**src/hdl/sams_pkg.sv**
```systemverilog
// Shared types and constants for the stepper angle move sequencer.
// No dependencies; every other file in hdl/ uses this package.
`timescale 1ns / 1ps

package sams_pkg;

    // Configuration register indexes
    localparam logic [2:0] CFG_POWERUP    = 3'd0;
    localparam logic [2:0] CFG_STEP_HIGH  = 3'd1;
    localparam logic [2:0] CFG_STEP_LOW   = 3'd2;
    localparam logic [2:0] CFG_SETTLE     = 3'd3;
    localparam logic [2:0] CFG_STEPS_DEG  = 3'd4;

    localparam int CFG_IDX_W  = 3;
    localparam int CFG_DATA_W = 16;
    localparam int TICK_W     = 16;
    localparam int SPD_W      = 5;
    localparam int ANGLE_W    = 8;
    localparam int STEPS_W    = 12;

    // Register reset values
    localparam logic [TICK_W-1:0] RST_POWERUP   = 16'd10000;
    localparam logic [TICK_W-1:0] RST_STEP_HIGH = 16'd50;
    localparam logic [TICK_W-1:0] RST_STEP_LOW  = 16'd360;
    localparam logic [TICK_W-1:0] RST_SETTLE    = 16'd50;
    localparam logic [SPD_W-1:0]  RST_STEPS_DEG = 5'd6;

    localparam logic [SPD_W-1:0]   SPD_LIMIT   = 5'd16;
    localparam logic [STEPS_W-1:0] STEPS_LIMIT = '1;

    // Operation codes of an input word
    localparam logic OP_TICK    = 1'b0;
    localparam logic OP_REQUEST = 1'b1;

    typedef struct packed {
        logic               op;
        logic [ANGLE_W-1:0] degrees;
    } t_in_word;

    typedef struct packed {
        logic               motor_power;
        logic               enable_n;
        logic               direction;
        logic               step;
        logic               busy_res;
        logic [ANGLE_W-1:0] position;
        logic               rejected;
    } t_out_word;

endpackage

```
**src/hdl/sams_in_if.sv**
```systemverilog
// Request channel: valid/ready handshake carrying one input word.
// Depends on sams_pkg.
`timescale 1ns / 1ps

interface sams_in_if;
    logic               valid;
    logic               ready;
    sams_pkg::t_in_word data;

    modport source (output valid, output data, input ready);
    modport sink   (input valid, input data, output ready);
endinterface

```
**src/hdl/sams_out_if.sv**
```systemverilog
// Result channel: valid/ready handshake carrying one result word.
// Depends on sams_pkg.
`timescale 1ns / 1ps

interface sams_out_if;
    logic                valid;
    logic                ready;
    sams_pkg::t_out_word data;

    modport source (output valid, output data, input ready);
    modport sink   (input valid, input data, output ready);
endinterface

```
**src/hdl/stepper_angle_move_sequencer.sv**
```systemverilog
// Stepper angle move sequencer: top level, single module.
// Depends on sams_pkg, sams_in_if and sams_out_if.
`timescale 1ns / 1ps

// The block takes one input word per cycle: either a one-microsecond tick or an angle
// request (0..MAX_ANGLE degrees; anything larger is flagged as rejected and dropped).
// Every accepted word yields exactly one result word with the pin levels after it:
// motor power, active-low driver enable, direction, step level, busy, the last
// completed angle and the reject flag. A move powers the motor, waits powerup_ticks,
// enables the driver, gives |target - angle| times the configured pulses-per-degree
// count (capped at 16) of pulses (step_high_ticks high, then
// step_low_ticks low), waits settle_ticks, then disables, powers down and takes the
// target as the new angle. A request during a move is held (latest wins) and starts
// when the move ends. Throughput is one word per clock: the sequencer state updates in
// the cycle a word is accepted and the result lands in a single output register, so
// i_req.ready stays high unless that register holds a word the sink has not taken.
// The user must write configuration through i_cfg_* only while idle; not enforced.
module stepper_angle_move_sequencer #(
    parameter int MAX_ANGLE  = 180,
    parameter int TIMER_BITS = 16
) (
    input  logic                              i_clk,
    input  logic                              i_rst_n,
    input  logic                              i_cfg_we,
    input  logic [sams_pkg::CFG_IDX_W-1:0]    i_cfg_idx,
    input  logic [sams_pkg::CFG_DATA_W-1:0]   i_cfg_data,
    sams_in_if.sink                           i_req,
    sams_out_if.source                        o_res
);

    localparam int CMP_W = (TIMER_BITS > sams_pkg::TICK_W) ? TIMER_BITS : sams_pkg::TICK_W;
    localparam int PROD_W = sams_pkg::ANGLE_W + sams_pkg::SPD_W;
    localparam logic [TIMER_BITS-1:0]         TMR_MAX   = '1;
    localparam logic [sams_pkg::ANGLE_W-1:0]  ANGLE_TOP = sams_pkg::ANGLE_W'(MAX_ANGLE);

    typedef enum logic [2:0] {
        PH_IDLE    = 3'd0,
        PH_POWERUP = 3'd1,
        PH_HIGH    = 3'd2,
        PH_LOW     = 3'd3,
        PH_SETTLE  = 3'd4
    } t_phase;

    // Configuration
    logic [sams_pkg::TICK_W-1:0]   r_powerup, r_step_high, r_step_low, r_settle;
    logic [sams_pkg::SPD_W-1:0]    r_spd;

    // Sequencer state
    t_phase                        r_phase, n_phase;
    logic [TIMER_BITS-1:0]         r_cnt, n_cnt;
    logic [sams_pkg::STEPS_W-1:0]  r_steps, n_steps;
    logic [sams_pkg::ANGLE_W-1:0]  r_cur, n_cur;
    logic [sams_pkg::ANGLE_W-1:0]  r_target, n_target;
    logic [sams_pkg::ANGLE_W-1:0]  r_pend, n_pend;
    logic                          r_pend_vld, n_pend_vld;
    logic                          r_dir, n_dir;

    // Output register
    logic                          r_out_vld;
    sams_pkg::t_out_word           r_out, n_out;

    logic                          in_acc;
    logic                          rejected;
    logic                          start;
    logic [TIMER_BITS-1:0]         cnt_inc;
    logic [sams_pkg::TICK_W-1:0]   ph_len;
    logic [CMP_W-1:0]              ph_lim;
    logic                          ph_done;
    logic [sams_pkg::STEPS_W-1:0]  steps_dec;
    logic [sams_pkg::ANGLE_W-1:0]  diff;
    logic [sams_pkg::SPD_W-1:0]    spd_eff;
    logic [PROD_W-1:0]             prod;

    // Output register frees up when empty or being drained.
    assign i_req.ready = !r_out_vld || o_res.ready;
    assign in_acc      = i_req.valid && i_req.ready;
    assign o_res.valid = r_out_vld;
    assign o_res.data  = r_out;

    // Timer: saturating count, phase ends once count reaches length (capped at max).
    assign cnt_inc = (r_cnt == TMR_MAX) ? r_cnt : r_cnt + 1'b1;

    always_comb begin
        case (r_phase)
            PH_POWERUP: ph_len = r_powerup;
            PH_HIGH:    ph_len = r_step_high;
            PH_LOW:     ph_len = r_step_low;
            default:    ph_len = r_settle;
        endcase
    end

    assign ph_lim  = (CMP_W'(ph_len) > CMP_W'(TMR_MAX)) ? CMP_W'(TMR_MAX) : CMP_W'(ph_len);
    assign ph_done = CMP_W'(cnt_inc) >= ph_lim;
    assign steps_dec = (r_steps != '0) ? r_steps - 1'b1 : r_steps;

    always_comb begin
        n_phase    = r_phase;
        n_cnt      = r_cnt;
        n_steps    = r_steps;
        n_cur      = r_cur;
        n_target   = r_target;
        n_pend     = r_pend;
        n_pend_vld = r_pend_vld;
        n_dir      = r_dir;
        rejected   = 1'b0;
        start      = 1'b0;
        diff       = '0;
        spd_eff    = '0;
        prod       = '0;

        if (i_req.data.op == sams_pkg::OP_REQUEST) begin
            if (i_req.data.degrees > ANGLE_TOP) begin
                rejected = 1'b1;
            end else begin
                n_pend     = i_req.data.degrees;
                n_pend_vld = 1'b1;
                start      = (r_phase == PH_IDLE);
            end
        end else begin
            unique case (r_phase)
                PH_IDLE: begin
                    n_phase = PH_IDLE;
                end
                PH_POWERUP: begin
                    n_cnt = ph_done ? '0 : cnt_inc;
                    if (ph_done) begin
                        n_phase = (r_steps != '0) ? PH_HIGH : PH_SETTLE;
                    end
                end
                PH_HIGH: begin
                    n_cnt = ph_done ? '0 : cnt_inc;
                    if (ph_done) begin
                        n_phase = PH_LOW;
                    end
                end
                PH_LOW: begin
                    n_cnt = ph_done ? '0 : cnt_inc;
                    if (ph_done) begin
                        n_steps = steps_dec;
                        n_phase = (steps_dec != '0) ? PH_HIGH : PH_SETTLE;
                    end
                end
                PH_SETTLE: begin
                    n_cnt = ph_done ? '0 : cnt_inc;
                    if (ph_done) begin
                        n_cur   = r_target;
                        n_phase = PH_IDLE;
                        start   = r_pend_vld;
                    end
                end
                default: begin
                    n_phase = PH_IDLE;
                end
            endcase
        end

        // Launch the held request; equal target is consumed with no activity.
        if (start) begin
            n_pend_vld = 1'b0;
            n_target   = n_pend;
            if (n_pend != n_cur) begin
                n_dir   = n_pend > n_cur;
                diff    = n_dir ? n_pend - n_cur : n_cur - n_pend;
                spd_eff = (r_spd > sams_pkg::SPD_LIMIT) ? sams_pkg::SPD_LIMIT : r_spd;
                prod    = PROD_W'(diff) * PROD_W'(spd_eff);
                n_steps = (prod > PROD_W'(sams_pkg::STEPS_LIMIT))
                          ? sams_pkg::STEPS_LIMIT : prod[sams_pkg::STEPS_W-1:0];
                n_cnt   = '0;
                n_phase = PH_POWERUP;
            end
        end

        n_out.motor_power = (n_phase != PH_IDLE);
        n_out.enable_n    = !((n_phase == PH_HIGH) || (n_phase == PH_LOW)
                              || (n_phase == PH_SETTLE));
        n_out.direction   = n_dir;
        n_out.step        = (n_phase == PH_HIGH);
        n_out.busy_res    = (n_phase != PH_IDLE);
        n_out.position    = n_cur;
        n_out.rejected    = rejected;
    end

    always_ff @(posedge i_clk) begin
        if (!i_rst_n) begin
            r_powerup   <= sams_pkg::RST_POWERUP;
            r_step_high <= sams_pkg::RST_STEP_HIGH;
            r_step_low  <= sams_pkg::RST_STEP_LOW;
            r_settle    <= sams_pkg::RST_SETTLE;
            r_spd       <= sams_pkg::RST_STEPS_DEG;
            r_phase     <= PH_IDLE;
            r_cnt       <= '0;
            r_steps     <= '0;
            r_cur       <= '0;
            r_target    <= '0;
            r_pend      <= '0;
            r_pend_vld  <= 1'b0;
            r_dir       <= 1'b0;
            r_out_vld   <= 1'b0;
        end else begin
            if (i_cfg_we) begin
                unique case (i_cfg_idx)
                    sams_pkg::CFG_POWERUP:   r_powerup   <= i_cfg_data;
                    sams_pkg::CFG_STEP_HIGH: r_step_high <= i_cfg_data;
                    sams_pkg::CFG_STEP_LOW:  r_step_low  <= i_cfg_data;
                    sams_pkg::CFG_SETTLE:    r_settle    <= i_cfg_data;
                    sams_pkg::CFG_STEPS_DEG: r_spd       <= i_cfg_data[sams_pkg::SPD_W-1:0];
                    default: ;
                endcase
            end
            if (in_acc) begin
                r_phase    <= n_phase;
                r_cnt      <= n_cnt;
                r_steps    <= n_steps;
                r_cur      <= n_cur;
                r_target   <= n_target;
                r_pend     <= n_pend;
                r_pend_vld <= n_pend_vld;
                r_dir      <= n_dir;
                r_out      <= n_out;
                r_out_vld  <= 1'b1;
            end else if (o_res.ready) begin
                r_out_vld  <= 1'b0;
            end
        end
    end

    // A step pulse only ever goes out with the driver powered and enabled.
    a_step_enabled: assert property (@(posedge i_clk) disable iff (!i_rst_n)
        r_out_vld |-> (!r_out.step || (!r_out.enable_n && r_out.motor_power)))
        else $error("step high while driver not enabled");

    // Idle implies a cleared tick counter.
    a_idle_cnt: assert property (@(posedge i_clk) disable iff (!i_rst_n)
        (r_phase == PH_IDLE) |-> (r_cnt == '0))
        else $error("tick counter nonzero while idle");

    // A rejected request leaves the sequencer untouched.
    a_reject_hold: assert property (@(posedge i_clk) disable iff (!i_rst_n)
        (in_acc && (i_req.data.op == sams_pkg::OP_REQUEST)
         && (i_req.data.degrees > ANGLE_TOP))
        |=> ((r_phase == $past(r_phase)) && (r_cur == $past(r_cur))
             && (r_pend_vld == $past(r_pend_vld)) && r_out.rejected))
        else $error("rejected request changed state");

    // No new word lands while a result waits unaccepted.
    a_out_hold: assert property (@(posedge i_clk) disable iff (!i_rst_n)
        (r_out_vld && !o_res.ready) |=> (r_out_vld && $stable(r_out)))
        else $error("pending result overwritten");

endmodule
```
**src/flat_wrapper.sv**
```systemverilog
// flat-port wrapper written by rule: the top's interface ports become plain ports
module stepper_angle_move_sequencer_flat 
#(
    parameter int MAX_ANGLE  = 180,
    parameter int TIMER_BITS = 16
)
  (i_clk, i_rst_n, i_cfg_we, i_cfg_idx, i_cfg_data, i_req_valid, i_req_data, i_req_ready, o_res_valid, o_res_data, o_res_ready);
  sams_in_if i_req_i ();
  sams_out_if o_res_i ();
  input  logic i_clk;
  input  logic i_rst_n;
  input  logic i_cfg_we;
  input  logic [sams_pkg::CFG_IDX_W-1:0] i_cfg_idx;
  input  logic [sams_pkg::CFG_DATA_W-1:0] i_cfg_data;
  input wire logic [$bits(i_req_i.valid)-1:0] i_req_valid;
  input wire logic [$bits(i_req_i.data)-1:0] i_req_data;
  output wire logic [$bits(i_req_i.ready)-1:0] i_req_ready;
  output wire logic [$bits(o_res_i.valid)-1:0] o_res_valid;
  output wire logic [$bits(o_res_i.data)-1:0] o_res_data;
  input wire logic [$bits(o_res_i.ready)-1:0] o_res_ready;
  assign i_req_i.valid = i_req_valid;
  assign i_req_i.data = i_req_data;
  assign i_req_ready = i_req_i.ready;
  assign o_res_valid = o_res_i.valid;
  assign o_res_data = o_res_i.data;
  assign o_res_i.ready = o_res_ready;
  stepper_angle_move_sequencer #(.MAX_ANGLE(MAX_ANGLE), .TIMER_BITS(TIMER_BITS)) u_core (.i_clk(i_clk), .i_rst_n(i_rst_n), .i_cfg_we(i_cfg_we), .i_cfg_idx(i_cfg_idx), .i_cfg_data(i_cfg_data), .i_req(i_req_i), .o_res(o_res_i));
endmodule
```
**config.mk**
```make
export PLATFORM = sky130hd
export DESIGN_NAME = stepper_angle_move_sequencer_flat
export DESIGN_NICKNAME = d
export VERILOG_FILES = /design/src/hdl/sams_pkg.sv /design/src/hdl/sams_in_if.sv /design/src/hdl/sams_out_if.sv /design/src/hdl/stepper_angle_move_sequencer.sv /design/src/flat_wrapper.sv
export SDC_FILE = /design/constraint.sdc
export NUM_CORES = 1
export LEC_CHECK = 0
export BUFFER_PORTS_ARGS = -buffer_cell sky130_fd_sc_hd__buf_2
export CAP_MARGIN = 20
export CORE_MARGIN = 2
export CORE_UTILIZATION = 51
export CTS_BUF_LIST = sky130_fd_sc_hd__clkbuf_8
export CTS_CLUSTER_SIZE = 25
export DETAILED_ROUTE_END_ITERATION = 10
export PLACE_DENSITY = 0.7
export SYNTH_ARGS = -nofsm -noshare
export SYNTH_HDL_FRONTEND = slang
export SYNTH_SLANG_ARGS = --single-unit
```
**constraint.sdc**
```tcl
create_clock -name i_clk -period 13.24 [get_ports i_clk]
set_input_delay 2.648 -clock i_clk [delete_from_list [all_inputs] [get_ports i_clk]]
set_output_delay 2.648 -clock i_clk [all_outputs]
set_load 0.005 [all_outputs]
```
[After elaboration in Yosys (flattened, before gate mapping)]
Index checks and enable logic that the tools add are counted.
Word-level totals
  flip-flop bits (word level): 140
  latch bits: 0
  bits in writable memories: 0
  ROM bits: 0
  input port bits: 33
  output and inout bits: 16
  logic and storage cells: 111
  memories: 0
Cells by class
  add/subtract/negate cells: 4
  multiply operators: 1
  div/mod/pow operators: 0
  $lt $le $gt $ge: 6
  equality and inequality tests: 14
  shifts and indexed selects: 0
  muxes and demuxes: 44
  bitwise gates (word level): 0
  reductions and logical operators: 22
Operator list (number)
  two-way mux 16 bit: 7
  two-way mux 12 bit: 7
  two-way mux 8 bit: 6
  case mux 16 bit (3 select lines): 1
  two-way mux 3 bit: 9
  nonzero test 12 bit: 2
  equality test 3 x 2 -> 1 bit (second input constant): 6
  adder 16 x 1 -> 16 bit (second input constant): 1
  equality test 16 bit (second input constant): 1
  greater-or-equal comparator 16 bit: 1
  greater-than comparator 16 bit (second input constant): 1
  subtractor 8 bit: 2
  AND reduction 2 bit: 7
  greater-than comparator 13 x 12 -> 1 bit (second input constant): 1
  multiplier 8 x 5 -> 13 bit: 1
  two-way mux 1 bit: 12
  case mux 3 bit (4 select lines): 1
  subtractor 12 x 1 -> 12 bit (second input constant): 1
  equality test 3 bit (second input constant): 3
  greater-than comparator 8 bit: 1
  greater-than comparator 8 bit (second input constant): 1
  inequality test 8 bit: 1
  equality test 3 x 1 -> 1 bit (second input constant): 2
  zero test 3 bit: 2
  10 further kinds: 14

[Longest topological paths before layout]
Gate-level depths: netlist (run 1).
  word-level depth: 15
  depth in mapped cells: 40
  mapped depth without buffers: 38

[Worst setup path after synthesis (run 1)]
No wires, ideal clock.
  kind: input port to flip-flop
  start point: input port i_req_data[8]
  end point: register u_core.r_steps[10] (netlist bit)
  library setup time: 141 ps
  data arrival time: 9951 ps
  required time: 13099 ps
  slack: 3148 ps
  stages: 30
  buffers on the path: 2
  cells stage by stage: buf_2 > inv_1 > and2_1 > a22o_1 > a21o_1 > clkbuf_1 > nand2_1 > mux2i_1 > inv_1 > fa_1 > nand3b_1 > a2111oi_0 > o21ai_0 > a21oi_1 > a21oi_1 > mux2i_1 > mux2i_1 > fa_1 > fa_1 > inv_1 > fa_1 > ha_1 > nor2b_1 > o2111ai_1 > and4_1 > nor3_1 > nand3b_1 > nand2b_1 > nor2_1 > a221oi_1
Between the ends
  word-level cells in the longest chain between the ends: 8
  elaborated cells on any way between the ends: 14
  classes of those cells: add/sub (2); mul (1); order compare (2); eq/ne (1); mux (8)
RTL lines
  start, declared: line flat_wrapper.sv:16  | input wire logic [$bits(i_req_i.data)-1:0] i_req_data;
  two-way mux 8 bit: line stepper_angle_move_sequencer.sv:111  | if (i_req.data.op == sams_pkg::OP_REQUEST) begin
  subtractor 8 bit or greater-than comparator 8 bit (tied branches): line stepper_angle_move_sequencer.sv:163, stepper_angle_move_sequencer.sv:162
  two-way mux 8 bit: line stepper_angle_move_sequencer.sv:163  | diff = n_dir ? n_pend - n_cur : n_cur - n_pend;
  multiplier 8 x 5 -> 13 bit: line stepper_angle_move_sequencer.sv:165  | prod = PROD_W'(diff) * PROD_W'(spd_eff);
  greater-than comparator 13 x 12 -> 1 bit: line stepper_angle_move_sequencer.sv:166  | n_steps = (prod > PROD_W'(sams_pkg::STEPS_LIMIT))
  two-way mux 12 bit: line stepper_angle_move_sequencer.sv:167  | ? sams_pkg::STEPS_LIMIT : prod[sams_pkg::STEPS_W-1:0];
  two-way mux 12 bit: line stepper_angle_move_sequencer.sv:161  | if (n_pend != n_cur) begin
  two-way mux 12 bit *: line stepper_angle_move_sequencer.sv:158  | if (start) begin
  end signal, assigned: line stepper_angle_move_sequencer.sv:213  | r_steps <= n_steps;
  end, declared: line stepper_angle_move_sequencer.sv:51  | logic [sams_pkg::STEPS_W-1:0] r_steps, n_steps;
Mark *: on every way between the ends. The rest lies on a longest branch, timed or not.
A chain may end at the register's enable or synchronous reset.

[Worst setup path in the final report (run 1)]
  start point: register u_core.r_cnt[6]
  end point: register u_core.r_steps[10] (netlist bit)
Between the ends
  word-level cells in the longest chain between the ends: 13
  elaborated cells on any way between the ends: 23
  classes of those cells: add/sub (3); mul (1); order compare (3); eq/ne (2); mux (14)
RTL lines
  start, declared: line stepper_angle_move_sequencer.sv:50  | logic [TIMER_BITS-1:0] r_cnt, n_cnt;
  start signal, assigned: line stepper_angle_move_sequencer.sv:212  | r_cnt <= n_cnt;
  adder 16 x 1 -> 16 bit or equality test 16 bit (tied branches): line stepper_angle_move_sequencer.sv:81  | assign cnt_inc = (r_cnt == TMR_MAX) ? r_cnt : r_cnt + 1'b1;
  two-way mux 16 bit *: line stepper_angle_move_sequencer.sv:81
  greater-or-equal comparator 16 bit *: line stepper_angle_move_sequencer.sv:93  | assign ph_done = CMP_W'(cnt_inc) >= ph_lim;
  two-way mux 8 bit: line stepper_angle_move_sequencer.sv:145  | if (ph_done) begin
  two-way mux 8 bit: line stepper_angle_move_sequencer.sv:120  | unique case (r_phase)
  two-way mux 8 bit: line stepper_angle_move_sequencer.sv:111
  subtractor 8 bit or greater-than comparator 8 bit (tied branches): line stepper_angle_move_sequencer.sv:163, stepper_angle_move_sequencer.sv:162
  two-way mux 8 bit: line stepper_angle_move_sequencer.sv:163
  multiplier 8 x 5 -> 13 bit: line stepper_angle_move_sequencer.sv:165
  greater-than comparator 13 x 12 -> 1 bit: line stepper_angle_move_sequencer.sv:166
  two-way mux 12 bit: line stepper_angle_move_sequencer.sv:167
  two-way mux 12 bit: line stepper_angle_move_sequencer.sv:161
  two-way mux 12 bit *: line stepper_angle_move_sequencer.sv:158
Marked as above.

==> results by group, run 1 <==
Route
  • DR iter-0 viols: 723
  • DRC Markers: 0
  • DRT Wirelength: 24.87 mm
  • Vias: 8509
  • Post-route ant nets: 0
  • Vias per cell: 5.992
  • 1st-pass router iterations: 5
  • DR WL/cell: 17.52 µm

Floorplan
  • Chip width: 138.4 µm
  • Core Footprint: 17840 µm²
  • Die Y: 138.4 µm
  • Die area: 19140 µm²
  • Initial Util: 0.5160
  • I/O Pins: 49
  • Standard-cell rows: 49

Timing
  • Pins Over Slew Limit: 0
  • Final Hold Fails: 0
  • Max Fclk: 0.09124 GHz
  • Slew @ Worst Pin: 0.9992 ns
  • Endpoints failing setup: 0
  • Slew HR: 0.3314
  • Worst Skew: 0.01431 ns
  • RSZ-0062 raised after global routing: no
  • Final worst path period need: 10.96 ns
  • Final worst-path cycle share: 0.8278
  • Setup tns final: 0 ns

CTS
  • Sink Count: 140
  • H-tree levels: 4
  • TritonCTS clock tree: done
  • CTS clk-pin slew, worst paths: 0.08 ns
  • Post-CTS Setup Repair Bufs: 0
  • Worst-Skew Late Latency: 0.47 ns
  • CTS Buf Count: 17
  • Clock Root Buffer: clkbuf_8
  • CTS resizes: 0
  • CTS Hold Bufs: 0
  • CTS max path bufs: 2

Placed design
  • Dpl hpwl: 17.81 mm
  • Port buffer count: 48
  • Gpl congestion: 0.9285
  • Area after DPL: 9563 µm²

Finish
  • FF+latch area: 2933 µm²
  • ANT cells: 0
  • Share of layout cells above drive strength 1: 0.09656
  • Area growth syn-to-layout: 7.774%
  • Footprint of the multi-input gates: 5746 µm²
  • Commonest cells after routing, fill and taps aside: 184 x nand2_1, 127 x dfxtp_1, 110 x a21oi_1
  • Final layout net count: 1286
  • Filler Cells Inserted: 1693
  • Most common cell after layout, fill and taps aside: nand2_1
  • Final Cell Area: 9922 µm²

Synth
  • Synth Net Count: 1272
  • Post-synthesis async set-or-reset flop share: 0
  • Post-synthesis cell area: 9206 µm²
  • Post-synth top flop: dfxtp_1
  • Post-synth EDFFs: 13
  • Post-synthesis area per instance: 7.896 µm²
  • Synth area leader: dfxtp_1
  • Post-synth top area share: 0.2762
  • Synthesis Warnings: 0
  • Synth top area cells: dfxtp_1 28%, nand2_1 7.5%, ha_1 7.2%
  • Synth Register Bits: 140
  • Mapped Cells: 1166
  • Cell variety after synth: 72
  • Post-synthesis sequential area ratio: 0.3186

Power and ir drop
  • PD cells: 131.3 nW/µm²
  • Sequential power share: 0.353
  • Leak: 4.069 nW
  • Internal power: 0.0007959 W
  • Sw Pwr: 0.0005068 W
  • Combinational power share: 0.399
  • Clk pwr share: 0.248
  • Sw Ratio: 0.3890
  • Max IR drop VDD: 82.14 µV

Global routing
  • Antenna violations before repair: 0
  • GRT Total Usage: 0.2623
  • Vias in the first global route: 8068
  • Global route overflow: 0
  • Global-route wire length before repair: 41.12 mm
  • Largest net degree at the start of global routing: 65

Worst setup path
  • CP startpoint kind: flip-flop
  • Crit Path Class: flip-flop to flip-flop
  • CP most frequent cell: fa_1
  • Critical path capture point type: flip-flop
  • Cell family with most CP delay: compound AO/OA/AOI/OAI gates
  • Worst path max stage delay: 0.60 ns
  • Critical Path RT: 13.55 ns
  • Critical Path Fanout Max: 11
  • Worst Path Arrival: 11.27 ns
  • Max stage delay cell, worst path: o31ai_1
  • Crit path buf inv count: 2

Job
  • Max Cap Viol: 0

Run status
  • Status: finished clean

Min path
  • Min-Delay Path Class: flip-flop to flip-flop
==> worst min-delay path: cells and delay by family, from the launching register on <==
family          cells  cell delay (ns)
compound gates      1             0.05
flops               1             0.31
simple gates        1             0.05
==> layer usage <==
layer | vias up | GRT usage | part of all wire
met3 | 55 | 0.05230 | 0.075
met2 | 347 | 0.4161 | 0.45
met1 | 3934 | 0.3576 | 0.45
met4 | 0 | 0.09345 | 0.024
li1 | 4173 | - | -
met5 | - | 0 | 0
==> registers in the layout (all words and copies together) (netlist names) <==
signal	cells
u_core.o_res.valid	1
u_core.r_step_high	16
u_core.r_spd	5
u_core.r_cur	8
u_core.r_step_low	16
u_core.r_phase	3
u_core.o_res.data	13
u_core.r_powerup	16
u_core.r_cnt	16
u_core.r_target	8
u_core.r_dir	1
u_core.r_settle	16
u_core.r_steps	12
u_core.r_pend_vld	1
u_core.r_pend	8
==> layout make-up <==
cell class | count | share of cell area
multi-input combinational | 893 | 0.5791
sequential | 140 | 0.2956
timing repair buffer | 63 | 0.03556
tap | 229 | 0.02888
clock buffer | 20 | 0.02774
inverter | 65 | 0.02472
clock inverter | 10 | 0.008449
==> worst paths after layout <==
check                                           to  cells after the start          startpoint  slack [ns]
worst max-delay path            u_core.r_steps[10]                     34     u_core.r_cnt[6]        2.28
worst min register to register  u_core.r_settle[3]                      2  u_core.r_settle[3]        0.46
worst min-delay path            u_core.r_settle[3]                      2  u_core.r_settle[3]        0.46
worst max register to register  u_core.r_steps[10]                     34     u_core.r_cnt[6]        2.28
==> cell usage after synthesis (7+ instances only) <==
master	count
ha_1	53
xor2_1	8
and2_1	9
edfxtp_1	13
nor2b_1	10
o21ai_0	36
a31oi_1	14
nand2_1	184
o21a_1	8
a22oi_1	10
inv_1	64
dfxtp_1	127
a21oi_1	110
o31ai_1	8
or3_1	7
nor3_1	31
o22ai_1	18
a211oi_1	31
and3_1	7
fa_1	20
mux2i_1	42
nand4_1	8
nand3b_1	7
nor2_1	108
nand3_1	34
a21o_1	9
clkbuf_1	56
nand2b_1	12
xnor2_1	14
==> stage by stage <==
step,total power (W),setup WS (ns),instances,utilization,hold slack (ns)
floorplan,0.0008594,3.148,1166,-,0.4329
global placement,0.0009770,2.387,1390,0.5360,0.4393
detailed placement,0.0009845,2.148,1390,0.5360,0.4467
CTS,0.001304,2.428,1420,0.5561,0.4573
global route,0.001396,1.260,1420,0.5561,0.4775
finish,0.001303,2.280,1420,0.5561,0.4577
==> power by group through the flow <==
| stage | registers [W] | clock network (W) | logic (W) |
|---|---|---|---|
| 2_1_floorplan | 0.000464 | 0 | 0.000395 |
| 3_5_place_dp | 0.000470 | 0 | 0.000515 |
| 4_1_cts | 0.000460 | 0.000327 | 0.000517 |
| 6_report | 0.000460 | 0.000323 | 0.000520 |
| 5_1_grt | 0.000463 | 0.000346 | 0.000587 |
| 3_3_place_gp | 0.000469 | 0 | 0.000508 |
==> cell families (layout without fill, tap and decap cells) <==
kind of cell / after synthesis / after routing / share of synthesized area
xor gates and xnor gates: 22 / 22 / 0.02093
DFF: 140 / 140 / 0.3186
AOI/OAI and AO/OA: 303 / 303 / 0.2128
adders and majority gates: 73 / 73 / 0.1155
and+or+nand+nor: 447 / 447 / 0.2217
muxes: 48 / 48 / 0.05300
buffers and inverters: 133 / 158 / 0.05749
(Power assumes the default switching activity.)
==> run 2, diff against run 1 <==
--- a/config.mk
+++ b/config.mk
@@ -12,7 +12,7 @@
 export CTS_BUF_LIST = sky130_fd_sc_hd__clkbuf_8
 export CTS_CLUSTER_SIZE = 25
 export DETAILED_ROUTE_END_ITERATION = 10
-export PLACE_DENSITY = 0.7
+export PLACE_DENSITY = 0.73
 export SYNTH_ARGS = -nofsm -noshare
 export SYNTH_HDL_FRONTEND = slang
 export SYNTH_SLANG_ARGS = --single-unit
==> constraint.sdc (replaced) <==
create_clock -name i_clk -period 10 [get_ports i_clk]
set_input_delay 2 -clock i_clk [delete_from_list [all_inputs] [get_ports i_clk]]
set_output_delay 2 -clock i_clk [all_outputs]
set_load 0.005 [all_outputs]
==> results by group, run 2 (synthesis results as in run 1) <==
Run status
  • Status: finished clean (unchanged)

Timing
  • Final worst path period need: 9.416 ns (was 10.96 ns)
  • Max Fclk: 0.1062 GHz (was 0.09124 GHz)
  • Endpoints failing setup: 0 (unchanged)
  • Slew @ Worst Pin: 1.017 ns (was 0.9992 ns)
  • Slew HR: 0.3194 (was 0.3314)
  • Min setup slack post-route: 0.5842 ns (was 2.280 ns)
  • Pins Over Slew Limit: 0 (unchanged)
  • Final worst-path cycle share: 0.9416 (was 0.8278)
  • Final Hold Fails: 0 (unchanged)
  • Hold_ws: 0.4589 ns (was 0.4577 ns)
  • Worst Skew: 0.01370 ns (was 0.01431 ns)

Finish
  • Commonest cells after routing, fill and taps aside: 184 x nand2_1, 124 x dfxtp_1, 108 x a21oi_1 (was 184 x nand2_1, 127 x dfxtp_1, 110 x a21oi_1)
  • Final Util: 0.5730 (was 0.5561)
  • Share of layout cells above drive strength 1: 0.1255 (was 0.09656)
  • Area growth syn-to-layout: 11.05% (was 7.774%)
  • ANT cells: 0 (unchanged)
  • Final non-filler cell total: 1440 (was 1420)
  • Final Cell Area: 10220 µm² (was 9922 µm²)
  • Final layout net count: 1304 (was 1286)
  • Most common cell after layout, fill and taps aside: nand2_1 (unchanged)

Min path
  • Hold Crit Depth: 2 (unchanged)
  • Min-Delay Path Class: flip-flop to flip-flop (unchanged)
  • Hold Path End: u_core.r_step_low[9] (was u_core.r_settle[3])
  • Hold Crit Start: u_core.r_step_low[9] (was u_core.r_settle[3])

Global routing
  • Global route overflow: 0 (unchanged)
  • Largest net degree at the start of global routing: 86 (was 65)
  • Global-route wire length before repair: 40.56 mm (was 41.12 mm)
  • Antenna violations before repair: 0 (unchanged)
  • GRT Total Usage: 0.2568 (was 0.2623)
  • Vias in the first global route: 8029 (was 8068)

CTS
  • Worst-Skew Late Latency: 0.46 ns (was 0.47 ns)
  • Clock Root Buffer: clkbuf_8 (unchanged)
  • H-tree levels: 4 (unchanged)
  • CTS Hold Bufs: 0 (unchanged)
  • TritonCTS clock tree: done (unchanged)
  • CTS clk-pin slew, worst paths: 0.09 ns (was 0.08 ns)
  • CTS max path bufs: 2 (unchanged)
  • CTS Buf Count: 17 (unchanged)
  • Sink Count: 140 (unchanged)

Power and ir drop
  • Leak: 4.189 nW (was 4.069 nW)
  • Clk pwr share: 0.273 (was 0.248)
  • Max IR drop VDD: 127.5 µV (was 82.14 µV)
  • PD cells: 177.0 nW/µm² (was 131.3 nW/µm²)
  • Sw Pwr: 0.0006974 W (was 0.0005068 W)
  • Sw Ratio: 0.3853 (was 0.3890)
  • Sequential power share: 0.338 (was 0.353)
  • Internal power: 0.001112 W (was 0.0007959 W)
  • Combinational power share: 0.390 (was 0.399)

Floorplan
  • Core Footprint: 17840 µm² (unchanged)
  • Die Y: 138.4 µm (unchanged)
  • Die area: 19140 µm² (unchanged)
  • I/O Pins: 49 (unchanged)
  • Chip width: 138.4 µm (unchanged)
  • Initial Util: 0.5160 (unchanged)
  • Standard-cell rows: 49 (unchanged)

Placed design
  • Area after DPL: 9682 µm² (was 9563 µm²)
  • Gpl congestion: 0.9555 (was 0.9285)
  • Dpl hpwl: 17.80 mm (was 17.81 mm)
  • Pre-CTS WS: 0.03110 ns (was 2.148 ns)
  • Port buffer count: 48 (unchanged)
  • Placed cells: 1406 (was 1390)

Worst setup path
  • Max stage delay cell, worst path: fa_1 (was o31ai_1)
  • Worst reg2reg startpoint: u_core.r_cnt[6] (unchanged)
  • Flop-to-flop setup slack: 0.58 ns (was 2.28 ns)
  • Worst R2R Path Depth: 39 (was 34)
  • Critical Path Fanout Max: 8 (was 11)
  • R2r endpoint: u_core.r_steps[6] (was u_core.r_steps[10])
  • CP startpoint kind: flip-flop (unchanged)
  • Worst path max stage delay: 0.56 ns (was 0.60 ns)
  • Worst Path Arrival: 9.72 ns (was 11.27 ns)
  • Critical path capture point type: flip-flop (unchanged)
  • Critical Path RT: 10.30 ns (was 13.55 ns)
  • Crit Path Class: flip-flop to flip-flop (unchanged)

Route
  • Post-route ant nets: 0 (unchanged)
  • DR WL/cell: 17.29 µm (was 17.52 µm)
  • 1st-pass router iterations: 7 (was 5)
  • Vias: 8703 (was 8509)
  • DR iter-0 viols: 560 (was 723)
  • Vias per cell: 6.044 (was 5.992)
  • DRT Wirelength: 24.90 mm (was 24.87 mm)
  • DRC Markers: 0 (unchanged)

Job
  • Max Cap Viol: 0 (unchanged)
## run 2: cell types whose count changed in the layout (fill, tap and decap cells not counted), moves of 3 or more
| cell | change |
|---|---|
| mux2i_1 | -3 |
| dfxtp_2 | +3 |
| dfxtp_1 | -3 |
| inv_8 | +4 |
| clkinvlp_4 | -3 |
| a2111oi_0 | -3 |
| buf_4 | +18 |
| clkbuf_8 | -3 |
## run 2: worst max-delay path, delay by kind of cell (launching register included)
kind | cells | cell delay [ns]
simple gates | 10 | 2.02
flops | 1 | 0.41
compound gates | 15 | 3.01
buf+inv | 7 | 0.82
mux | 1 | 0.25
fa+ha+maj | 6 | 2.73
## run 2: layout make-up
| cell class | instances | area [µm²] |
|---|---|---|
| clock buffers | 17 | 234.0 |
| clock inverters | 15 | 193.9 |
| fillers | 1647 | 7617 |
| inverters | 65 | 244.0 |
| multi-input cells | 893 | 5841 |
| flip-flops and latches | 140 | 2937 |
| well taps | 229 | 286.5 |
| repair buffers | 81 | 488.0 |
## run 2: power groups by stage
stage | logic (W) | registers (W) | clock network (W)
floorplan | 0.000524 | 0.000614 | 0
global placement | 0.000677 | 0.000622 | 0
detailed placement | 0.000678 | 0.000623 | 0
CTS | 0.000684 | 0.000610 | 0.000500
global route | 0.000796 | 0.000614 | 0.000523
finish | 0.000705 | 0.000611 | 0.000493
## run 2: layer usage
layer  vias to the layer above  global-route usage  part of all wire  wire [µm]
met5                         -                   0                 0          0
met2                       327              0.4291              0.47      11770
met4                         0             0.06767             0.015        373
li1                       4205                   -                 -          -
met1                      4129              0.3452              0.45      11090
met3                        42             0.04538             0.067       1665
## run 2: worst max-delay path by stage
stage               slack (ns)             from                 end
finish                    0.58  u_core.r_cnt[6]   u_core.r_steps[6]
global route             -0.06  u_core.r_cnt[6]   u_core.r_steps[6]
detailed placement        0.03  u_core.r_cnt[6]  u_core.r_steps[10]
floorplan                 0.33  u_core.r_cnt[6]  u_core.r_steps[10]
CTS                       0.06  u_core.r_cnt[6]  u_core.r_steps[10]
global placement          0.17    i_req_data[8]  u_core.r_steps[10]
## run 2: stage by stage
stage          total power, W  setup TNS [ns]
2_1_floorplan        0.001138               0
3_3_place_gp         0.001300               0
3_5_place_dp         0.001300               0
4_1_cts              0.001794               0
5_1_grt              0.001933         -0.1270
6_report             0.001810               0
## run 2: timing repair
| action | CTS | global route |
|---|---|---|
| pin swaps | 0 | 4 |
| cloned | 0 | 0 |
| resized for setup | 1 | 24 |
| setup buffers | 0 | 2 |
| endpoints found under the setup margin | 1 | 12 |
==> run 3, diff against run 2 <==
--- a/config.mk
+++ b/config.mk
@@ -8,11 +8,12 @@
 export BUFFER_PORTS_ARGS = -buffer_cell sky130_fd_sc_hd__buf_2
 export CAP_MARGIN = 20
 export CORE_MARGIN = 2
-export CORE_UTILIZATION = 51
+export CORE_UTILIZATION = 39
 export CTS_BUF_LIST = sky130_fd_sc_hd__clkbuf_8
 export CTS_CLUSTER_SIZE = 25
 export DETAILED_ROUTE_END_ITERATION = 10
-export PLACE_DENSITY = 0.73
+export MAX_ROUTING_LAYER = met4
+export PLACE_DENSITY = 0.59
 export SYNTH_ARGS = -nofsm -noshare
 export SYNTH_HDL_FRONTEND = slang
 export SYNTH_SLANG_ARGS = --single-unit
==> results by group, run 3 (synthesis results as in run 1) <==
Placed design
  • Dpl hpwl: 18.65 mm (was 17.80 mm)
  • Gpl congestion: 0.8741 (was 0.9555)
  • Port buffer count: 48 (unchanged)
  • Pre-CTS WS: 0.2366 ns (was 0.03110 ns)

Worst setup path
  • CP most frequent cell: fa_1
  • Critical Path Fanout Max: 8 (unchanged)
  • Max stage delay cell, worst path: fa_1 (unchanged)
  • CP startpoint kind: flip-flop (unchanged)
  • Worst path max stage delay: 0.55 ns (was 0.56 ns)
  • Cell family with most CP delay: simple AND/OR/NAND/NOR gates (was compound AO/OA/AOI/OAI gates)
  • Crit path buf inv count: 5 (was 7)
  • Worst Path Arrival: 9.62 ns (was 9.72 ns)
  • Crit Path Class: flip-flop to flip-flop (unchanged)
  • Critical path capture point type: flip-flop (unchanged)
  • Critical Path RT: 10.32 ns (was 10.30 ns)

Floorplan
  • Initial Util: 0.3946 (was 0.5160)
  • Die Y: 157.6 µm (was 138.4 µm)
  • I/O Pins: 49 (unchanged)
  • Chip width: 157.6 µm (was 138.4 µm)
  • Standard-cell rows: 56 (was 49)
  • Core Footprint: 23330 µm² (was 17840 µm²)
  • Die area: 24850 µm² (was 19140 µm²)

Route
  • 1st-pass router iterations: 7 (unchanged)
  • DRC Markers: 0 (unchanged)
  • DRT Wirelength: 25.78 mm (was 24.90 mm)
  • DR iter-0 viols: 584 (was 560)
  • Post-route ant nets: 0 (unchanged)
  • Vias: 8478 (was 8703)
  • DR WL/cell: 16.84 µm (was 17.29 µm)
  • Vias per cell: 5.538 (was 6.044)

Timing
  • Slew @ Worst Pin: 0.9658 ns (was 1.017 ns)
  • Max Fclk: 0.1075 GHz (was 0.1062 GHz)
  • Setup tns final: 0 ns (unchanged)
  • Worst Skew: 0.02256 ns (was 0.01370 ns)
  • Final Hold Fails: 0 (unchanged)
  • Pins Over Slew Limit: 0 (unchanged)
  • Slew HR: 0.3538 (was 0.3194)
  • Final worst-path cycle share: 0.9303 (was 0.9416)
  • Min setup slack post-route: 0.6967 ns (was 0.5842 ns)
  • Endpoints failing setup: 0 (unchanged)
  • Final worst path period need: 9.303 ns (was 9.416 ns)
  • RSZ-0062 raised after global routing: no

CTS
  • TritonCTS clock tree: done (unchanged)
  • CTS Buf Count: 17 (unchanged)
  • CTS max path bufs: 2 (unchanged)
  • H-tree levels: 4 (unchanged)
  • Sink Count: 140 (unchanged)
  • Clock Root Buffer: clkbuf_8 (unchanged)
  • Worst-Skew Late Latency: 0.47 ns (was 0.46 ns)
  • CTS Hold Bufs: 0 (unchanged)
  • CTS clk-pin slew, worst paths: 0.09 ns (about the same)

Finish
  • Final layout net count: 1305 (was 1304)
  • Area growth syn-to-layout: 12.07% (was 11.05%)
  • Commonest cells after routing, fill and taps aside: 184 x nand2_1, 124 x dfxtp_1, 109 x a21oi_1 (was 184 x nand2_1, 124 x dfxtp_1, 108 x a21oi_1)
  • Share of layout cells above drive strength 1: 0.1254 (was 0.1255)
  • ANT cells: 0 (unchanged)
  • Most common cell after layout, fill and taps aside: nand2_1 (unchanged)

Job
  • Max Cap Viol: 0 (unchanged)

Global routing
  • Global route overflow: 0 (unchanged)
  • Antenna violations before repair: 0 (unchanged)
  • Largest net degree at the start of global routing: 67 (was 86)
  • Vias in the first global route: 7955 (was 8029)
  • Global-route wire length before repair: 41.78 mm (was 40.56 mm)
  • GRT Total Usage: 0.2198 (was 0.2568)

Power and ir drop
  • Max IR drop VDD: 87.61 µV (was 127.5 µV)
  • Leak: 4.192 nW (was 4.189 nW)
  • PD cells: 176.3 nW/µm² (was 177.0 nW/µm²)

Run status
  • Status: finished clean (unchanged)

Min path
  • Min-Delay Path Class: flip-flop to flip-flop (unchanged)
==> run 3: path summary, 6_finish.rpt <==
check,cells after the start,slack (ns),to,start
setup / recovery,38,0.70,u_core.r_steps[10],u_core.r_cnt[4]
hold reg to reg,2,0.46,u_core.r_step_low[1],u_core.r_step_low[1]
hold / removal,2,0.46,u_core.r_step_low[1],u_core.r_step_low[1]
setup reg to reg,38,0.70,u_core.r_steps[10],u_core.r_cnt[4]
==> run 3: power breakdown <==
| group | leakage [nW] | switching, W | total (W) | internal (W) |
|---|---|---|---|---|
| registers | 1.16 | 0.0000205 | 0.000610 | 0.000590 |
| logic | 2.81 | 0.000424 | 0.000710 | 0.000286 |
| clock network | 0.218 | 0.000264 | 0.000499 | 0.000236 |
| total | 4.19 | 0.000708 | 0.00182 | 0.00111 |
==> run 3: repair_timing <==
item                                    4_1_cts  5_1_grt
endpoints found under the setup margin        0       12
resized for setup                             0       23
buffers inserted                              0        0
endpoints found under the hold margin         0        0
==> run 3: worst register-to-register path: cells and delay by family (launching register included) <==
kind / cells / cell delay [ns]
simple gates: 14 / 2.63
fa+ha+maj: 6 / 2.61
compound gates: 10 / 1.94
buf+inv: 5 / 0.77
mux: 2 / 0.65
flops: 1 / 0.41
xor+xnor: 1 / 0.16
==> run 3: area by class of cell <==
| type | instances | area (µm²) |
|---|---|---|
| clock buffer | 17 | 234.0 |
| clock inverter | 15 | 190.2 |
| fill | 2387 | 13020 |
| inverter | 65 | 245.2 |
| multi-input combinational | 893 | 5817 |
| sequential | 140 | 2937 |
| tap | 319 | 399.1 |
| timing repair buffer | 82 | 495.5 |
==> run 3: routing by layer <==
layer / vias to the layer above / track usage / wire length [µm]
li1: 4211 / - / -
met4: 0 / 0.05844 / 416
met5: - / - / 0
met3: 33 / 0.04544 / 1736
met1: 3959 / 0.2931 / 12030
met2: 275 / 0.3400 / 11600
==> run 3: metrics by stage <==
stage,area [µm²],cells,utilization,hold WS (ns),total power [W]
floorplan,9206,1166,-,0.4329,0.001138
global placement,9818,1499,0.4208,0.4408,0.001314
detailed placement,9818,1499,0.4208,0.4463,0.001317
CTS,10240,1531,0.4390,0.4583,0.001815
global route,10320,1531,0.4422,0.4759,0.001946
finish,10320,1531,0.4422,0.4582,0.001819
